`config.mk`:
```
export PLATFORM = sky130hd
export DESIGN_NAME = load_reserved_monitor_unit
export DESIGN_NICKNAME = d
export VERILOG_FILES = /design/src/hdl/lrm_pkg.sv /design/src/hdl/load_reserved_monitor_unit.sv /design/src/hdl/lrm_ctrl.sv /design/src/hdl/lrm_datapath.sv
export VERILOG_INCLUDE_DIRS = /design/src /design/src/hdl
export SDC_FILE = /design/constraint.sdc
export NUM_CORES = 1
export LEC_CHECK = 0
export ABC_CLOCK_PERIOD_IN_PS = 5400
export CAP_MARGIN = 30
export CORE_MARGIN = 1
export CORE_UTILIZATION = 54
export DETAILED_ROUTE_END_ITERATION = 16
export DONT_BUFFER_PORTS = 1
export GPL_ROUTABILITY_DRIVEN = 0
export HOLD_SLACK_MARGIN = 0.05
export PLACE_DENSITY = 0.74
export REMOVE_ABC_BUFFERS = 1
export SYNTH_ARGS = -nofsm -noshare
export SYNTH_HDL_FRONTEND = slang
export SYNTH_SLANG_ARGS = --single-unit
```
`constraint.sdc`:
```
create_clock -name clk -period 5.4 [get_ports clk]
set_input_delay 0.81 -clock clk [delete_from_list [all_inputs] [get_ports clk]]
set_output_delay 0.81 -clock clk [all_outputs]
set_load 0.05 [all_outputs]
```
`src/hdl/assert_macros.svh`:
```
// Assertion macros shared by the reservation monitor modules.
`ifndef ASSERT_MACROS_SVH
`define ASSERT_MACROS_SVH

// Same-cycle implication, disabled while reset is asserted.
`define ASSERT_IMPLIES(lbl, clk, rst_n, ante, cons) \
	lbl: assert property (@(posedge clk) disable iff (!rst_n) (ante) |-> (cons)) \
		else $error("same-cycle implication failed");

// Next-cycle implication, disabled while reset is asserted.
`define ASSERT_NEXT(lbl, clk, rst_n, ante, cons) \
	lbl: assert property (@(posedge clk) disable iff (!rst_n) (ante) |=> (cons)) \
		else $error("next-cycle implication failed");

`endif

```
`src/hdl/lrm_pkg.sv`:
```
// Types and constants of the load-reserved monitor.
`default_nettype none

package lrm_pkg;

	localparam int NUM_CORES_DEF  = 8;
	localparam int ADDR_WIDTH_DEF = 32;
	localparam int FUNC_W         = 2;
	localparam int CORE_ID_W      = 3;
	localparam int PHYS_ADDR_W    = 32;

	typedef enum logic [FUNC_W-1:0] {
		OP_RESERVE = 2'd0,
		OP_CHECK   = 2'd1,
		OP_ACCESS  = 2'd2,
		OP_CANCEL  = 2'd3
	} op_t;

	typedef enum logic {
		ST_IDLE = 1'b0,
		ST_EXEC = 1'b1
	} state_t;

	typedef struct packed {
		logic load;
		logic exec;
	} cmd_t;

endpackage

`default_nettype wire

```
`src/hdl/load_reserved_monitor_unit.sv`:
```
// Top level of the load-reserved monitor: controller plus slot datapath.
`default_nettype none
`include "assert_macros.svh"

// Reservation monitor for load-reserved / store-conditional atomics, one slot
// per core. A command is taken when start is high and busy is low; busy then
// stays high for the execute state, in which all slots are compared against the
// address in parallel and updated. Every command yields exactly one result beat:
// done pulses for one cycle, registered from the execute state, with
// check_failed valid in that cycle (1 for a failed check, 0 for every other
// operation). No new command is taken while busy is high, but one can be taken
// in the same cycle as done. The receiver cannot stall and must take done when
// it appears.
module load_reserved_monitor_unit #(
	parameter int NUM_CORES  = lrm_pkg::NUM_CORES_DEF,
	parameter int ADDR_WIDTH = lrm_pkg::ADDR_WIDTH_DEF
) (
	input  wire logic                            clk,
	input  wire logic                            arst_n,
	input  wire logic                            start,
	output logic                                 busy,
	input  wire logic [lrm_pkg::FUNC_W-1:0]      func,
	input  wire logic [lrm_pkg::CORE_ID_W-1:0]   core_id,
	input  wire logic [lrm_pkg::PHYS_ADDR_W-1:0] phys_address,
	input  wire logic                            keep_until_cancel,
	output logic                                 done,
	output logic                                 check_failed
);

	lrm_pkg::cmd_t cmd;

	lrm_ctrl u_ctrl (
		.clk    (clk),
		.arst_n (arst_n),
		.start  (start),
		.cmd    (cmd),
		.busy   (busy)
	);

	lrm_datapath #(
		.NUM_CORES  (NUM_CORES),
		.ADDR_WIDTH (ADDR_WIDTH)
	) u_datapath (
		.clk               (clk),
		.arst_n            (arst_n),
		.cmd               (cmd),
		.func              (func),
		.core_id           (core_id),
		.phys_address      (phys_address),
		.keep_until_cancel (keep_until_cancel),
		.done              (done),
		.check_failed      (check_failed)
	);

	`ASSERT_NEXT(a_exec_gives_beat, clk, arst_n, busy, done && !busy)
	`ASSERT_IMPLIES(a_failed_only_on_beat, clk, arst_n, check_failed, done)

endmodule

`default_nettype wire

```
`src/hdl/lrm_ctrl.sv`:
```
// Controller state machine of the load-reserved monitor.
`default_nettype none

module lrm_ctrl (
	input  wire logic         clk,
	input  wire logic         arst_n,
	input  wire logic         start,
	output lrm_pkg::cmd_t     cmd,
	output logic              busy
);

	lrm_pkg::state_t state_q;
	lrm_pkg::state_t state_d;

	always_ff @(posedge clk or negedge arst_n) begin
		if (!arst_n) begin
			state_q <= lrm_pkg::ST_IDLE;
		end else begin
			state_q <= state_d;
		end
	end

	always_comb begin
		state_d  = state_q;
		cmd.load = 1'b0;
		cmd.exec = 1'b0;
		busy     = 1'b0;
		unique case (state_q)
			lrm_pkg::ST_IDLE: begin
				if (start) begin
					cmd.load = 1'b1;
					state_d  = lrm_pkg::ST_EXEC;
				end
			end
			lrm_pkg::ST_EXEC: begin
				cmd.exec = 1'b1;
				busy     = 1'b1;
				state_d  = lrm_pkg::ST_IDLE;
			end
		endcase
	end

endmodule

`default_nettype wire

```
`src/hdl/lrm_datapath.sv`:
```
// Datapath of the load-reserved monitor: command registers and per-core slots.
`default_nettype none
`include "assert_macros.svh"

module lrm_datapath #(
	parameter int NUM_CORES  = lrm_pkg::NUM_CORES_DEF,
	parameter int ADDR_WIDTH = lrm_pkg::ADDR_WIDTH_DEF
) (
	input  wire logic                          clk,
	input  wire logic                          arst_n,
	input  wire lrm_pkg::cmd_t                 cmd,
	input  wire logic [lrm_pkg::FUNC_W-1:0]    func,
	input  wire logic [lrm_pkg::CORE_ID_W-1:0] core_id,
	input  wire logic [lrm_pkg::PHYS_ADDR_W-1:0] phys_address,
	input  wire logic                          keep_until_cancel,
	output logic                               done,
	output logic                               check_failed
);

	lrm_pkg::op_t                  op_q;
	logic [lrm_pkg::CORE_ID_W-1:0] core_q;
	logic [ADDR_WIDTH-1:0]         addr_q;
	logic                          keep_q;

	logic [ADDR_WIDTH-1:0] addr_in;
	logic [NUM_CORES-1:0]  valid_q;
	logic [NUM_CORES-1:0]  manual_q;
	logic [ADDR_WIDTH-1:0] slot_addr_q [NUM_CORES];

	logic [NUM_CORES-1:0] self_v;
	logic [NUM_CORES-1:0] hit_v;
	logic [NUM_CORES-1:0] set_v;
	logic [NUM_CORES-1:0] clr_v;
	logic                 own_hit;

	logic done_q;
	logic check_failed_q;

	generate
		if (ADDR_WIDTH > lrm_pkg::PHYS_ADDR_W) begin : g_addr_ext
			assign addr_in = {{(ADDR_WIDTH-lrm_pkg::PHYS_ADDR_W){1'b0}}, phys_address};
		end else if (ADDR_WIDTH == lrm_pkg::PHYS_ADDR_W) begin : g_addr_eq
			assign addr_in = phys_address;
		end else begin : g_addr_cut
			assign addr_in = phys_address[ADDR_WIDTH-1:0];
		end
	endgenerate

	always_ff @(posedge clk) begin
		if (cmd.load) begin
			op_q   <= lrm_pkg::op_t'(func);
			core_q <= core_id;
			addr_q <= addr_in;
			keep_q <= keep_until_cancel;
		end
	end

	always_comb begin
		for (int i = 0; i < NUM_CORES; i++) begin
			self_v[i] = (int'(core_q) == i);
			hit_v[i]  = valid_q[i] && (slot_addr_q[i] == addr_q);
		end
		own_hit = |(self_v & hit_v);
	end

	always_comb begin
		set_v = '0;
		clr_v = '0;
		unique case (op_q)
			lrm_pkg::OP_RESERVE: set_v = self_v & ~hit_v;
			lrm_pkg::OP_CHECK:   clr_v = '0;
			lrm_pkg::OP_ACCESS:  clr_v = ~self_v & hit_v & ~manual_q;
			lrm_pkg::OP_CANCEL:  clr_v = self_v;
		endcase
		if (!cmd.exec) begin
			set_v = '0;
			clr_v = '0;
		end
	end

	always_ff @(posedge clk or negedge arst_n) begin
		if (!arst_n) begin
			valid_q  <= '0;
			manual_q <= '0;
		end else begin
			for (int i = 0; i < NUM_CORES; i++) begin
				if (set_v[i]) begin
					valid_q[i]  <= 1'b1;
					manual_q[i] <= keep_q;
				end else if (clr_v[i]) begin
					valid_q[i]  <= 1'b0;
					manual_q[i] <= 1'b0;
				end
			end
		end
	end

	always_ff @(posedge clk) begin
		for (int i = 0; i < NUM_CORES; i++) begin
			if (set_v[i]) begin
				slot_addr_q[i] <= addr_q;
			end
		end
	end

	always_ff @(posedge clk or negedge arst_n) begin
		if (!arst_n) begin
			done_q         <= 1'b0;
			check_failed_q <= 1'b0;
		end else begin
			done_q         <= cmd.exec;
			check_failed_q <= cmd.exec && (op_q == lrm_pkg::OP_CHECK) && !own_hit;
		end
	end

	assign done         = done_q;
	assign check_failed = check_failed_q;

	`ASSERT_NEXT(a_reserve_holds, clk, arst_n, cmd.exec && (op_q == lrm_pkg::OP_RESERVE) && (|self_v), |(self_v & valid_q))
	`ASSERT_NEXT(a_cancel_frees, clk, arst_n, cmd.exec && (op_q == lrm_pkg::OP_CANCEL), !(|(self_v & valid_q)))

endmodule

`default_nettype wire
```
==> out/metrics.csv <==
metric,value,unit
Final WS setup,1930,ps
class of the tightest hold or removal check,in2reg,
Post-CTS Setup Inserts,0,
Final Critical Period,3470,ps
fill count,1765,
core footprint,23500,um2
Via-to-Cell Ratio,5.77,
Leakage,4.60,nW
Starting Density,55.2,%
share of flip-flops with an asynchronous set or reset,6.07,%
Site Rows,56,
clk_lat worst skew,570,ps
hold path cells,0,
required time of the critical path,5700,ps
"Buf+Inv Stages, Crit Path",1,
Final period util,64.3,%
setup TNS,0,ps
CTS buffer count,31,
CTS Sinks,313,
Worst Tran Pin Value,1070,ps
CTS resizes,0,
WHS Endpoint,u_datapath.addr_q[7],
post-synth top area cell,edfxtp_1,
cell with the most instances after synthesis,edfxtp_1,
reg2reg setup slack,1930,ps
max-cap violations,0,
root buf cell,clkbuf_16,
Final Skew,18.2,ps
Synth top cells by count,"294 x edfxtp_1, 141 x xnor2_1, 110 x xor2_1",
post-layout net count,871,
Buffers on Ports,0,
CP endpoint kind,flop,
GRT overflow,0,
"Avg Cell Area, Syn",16.1,um2
initial antenna violation count,0,
Area contributors post-synth,"edfxtp_1 68%, xnor2_1 9.5%, xor2_1 7.4%",
synth unique cells,41,
Syn. warnings,0,
first-pass GRT wire length,42600,um
HP Start,phys_address[7],
WS Path Type,reg2reg,
Final Max Tran Viols,0,
relative slew slack,28.6,%
register area share after synthesis,71.5,%
Clock Path Buffers,3,
# setup viols final,0,
critical path depth,6,
H-Tree Depth,1,
RSZ-0062 raised after global routing,no,
Detailed Routing Iterations Pass 1,8,
layout cell share with drive strength beyond 1,9.24,%
crit-path cells,xor2_1 -> nor4_1 -> nand4_1 -> nor3_1 -> nor2_4 -> buf_12,
max incr delay on CP,980,ps
Synth top area share,67.9,%
io pins,44,
R2R cell count,6,
fmax,0.288,GHz
vias in the first global route,6722,
crit path max-delay cell type,edfxtp_1,
die area,24700,um2
worst flop-to-flop path startpoint,u_datapath.addr_q[25],
Total GRT Usage,24.0,%
Die Wd,157,um
final hold violation count,0,
top_reg_cell synth,edfxtp_1,
Ant. Diodes,0,
area grow syn2layout,10.5,%
Crit path arrival time,3770,ps
FF+latch area,9300,um2
DPL Wire Length,17800,um
vias post-DR,6775,
Die Span Y,157,um
DP Worst Slack,1930,ps
CP Launch Type,flop,
Worst VDD drop,300,uV
flop and latch count out of synthesis,313,
maximum fanout along the worst path,30,
P per Cell Area,360,nW/um2
critical path's top delay family,simple AND/OR/NAND/NOR gates,
Post-route DRC,0,
Routed WL per cell,24.3,um
initial drt markers,759,
area of the multi-input gates,3410,um2
CTS tree,built,
number of synthesized flops with an enable pin,294,
"Reg clk slew, reported paths",60,ps
Post-Synthesis Cells,810,
Final ANT Viol Nets,0,
Final Total Pwr,5.17,mW
status,"complete, no violations",
DRT Wirelength,28600,um
r2r endpoint,u_datapath.slot_addr_q[0][14],
largest net degree at the start of global routing,40,
"Cell Area, Synth",13000,um2
-- cell families (layout without fill, tap and decap cells) --
group | count (synthesis) | after routing | synth area share [%]
AO/OA/AOI/OAI | 38 | 38 | 1.97
XOR/XNOR | 251 | 251 | 16.9
buffers and inverters | 46 | 91 | 2.49
flip-flops | 313 | 313 | 71.5
multiplexers | 7 | 7 | 0.558
AND/OR/NAND/NOR | 155 | 155 | 6.52
-- what timing repair did --
action | 4_1_cts | 5_1_grt
hold buffers | 1 | 0
endpoints found under the setup margin | 0 | 0
hold endpoints to repair | 19 | 0
-- sequential cells by signal, summed over array words and instances (netlist names), 2 cells and up --
name	cells
u_datapath.valid_q	8
u_datapath.addr_q	32
u_datapath.manual_q	8
u_datapath.core_q	3
u_datapath.op_q	2
u_datapath.slot_addr_q	256
-- how the worst max path moves through the flow --
stage / slack [ps] / endpoint / startpoint
finish: 1930 / u_datapath.slot_addr_q[0][14] / u_datapath.addr_q[25]
global route: 1870 / u_datapath.manual_q[0] / u_datapath.addr_q[25]
CTS: 1900 / u_datapath.manual_q[5] / u_datapath.addr_q[31]
detailed placement: 1930 / u_datapath.manual_q[5] / u_datapath.addr_q[31]
global placement: 1940 / u_datapath.manual_q[0] / u_datapath.addr_q[25]
floorplan: 1430 / u_datapath.slot_addr_q[1][100] / u_ctrl.state_q
-- power by group --
part           internal (mW)  total, mW  leakage (nW)  switching, mW
Clock                   1.30       2.20         0.500          0.903
Combinational         0.0817      0.188          1.21          0.107
Sequential              2.70       2.79          2.88         0.0881
-- layout make-up --
cell class / count / share of cell area [%]
Clock buffer: 38 / 5.58
Clock inverter: 20 / 1.66
Inverter: 10 / 0.261
Multi-Input combinational cell: 451 / 23.7
Sequential cell: 313 / 64.7
Tap cell: 319 / 2.78
Timing Repair Buffer: 23 / 1.29
-- routing by layer --
metal	share of wire [%]	GRT usage, %	vias to the layer above	wire length [um]
met5	0	0	-	0
met4	2.7	7.86	0	759
met3	6.7	4.30	51	1910
met2	48	38.5	243	13700
met1	43	33.6	3463	12200
li1	-	-	3018	-
-- per-stage QoR --
step,utilization [%],hold WS [ps],cell area (um2),std cells
after floorplan,-,461,12700,774
after global placement,56.5,480,13300,1113
after detailed placement,56.6,485,13300,1114
after CTS,61.0,316,14400,1173
after global routing,61.1,318,14400,1174
final,61.1,335,14400,1174
-- cells in the final DEF, fill, tap and decap left out, drive strengths merged, types with 5 or more instances in the layout --
cell type,count
nand2,28
nor4,31
edfxtp,294
mux2i,5
nand3,17
clkbuf,39
bufinv,5
a21oi,5
xnor2,141
dfrtp,19
buf,21
nor3,17
inv,12
nor2,12
clkinv,10
o311ai,5
o21ai,14
and3,6
xor2,110
nand4,36
(Power assumes the default switching activity.)
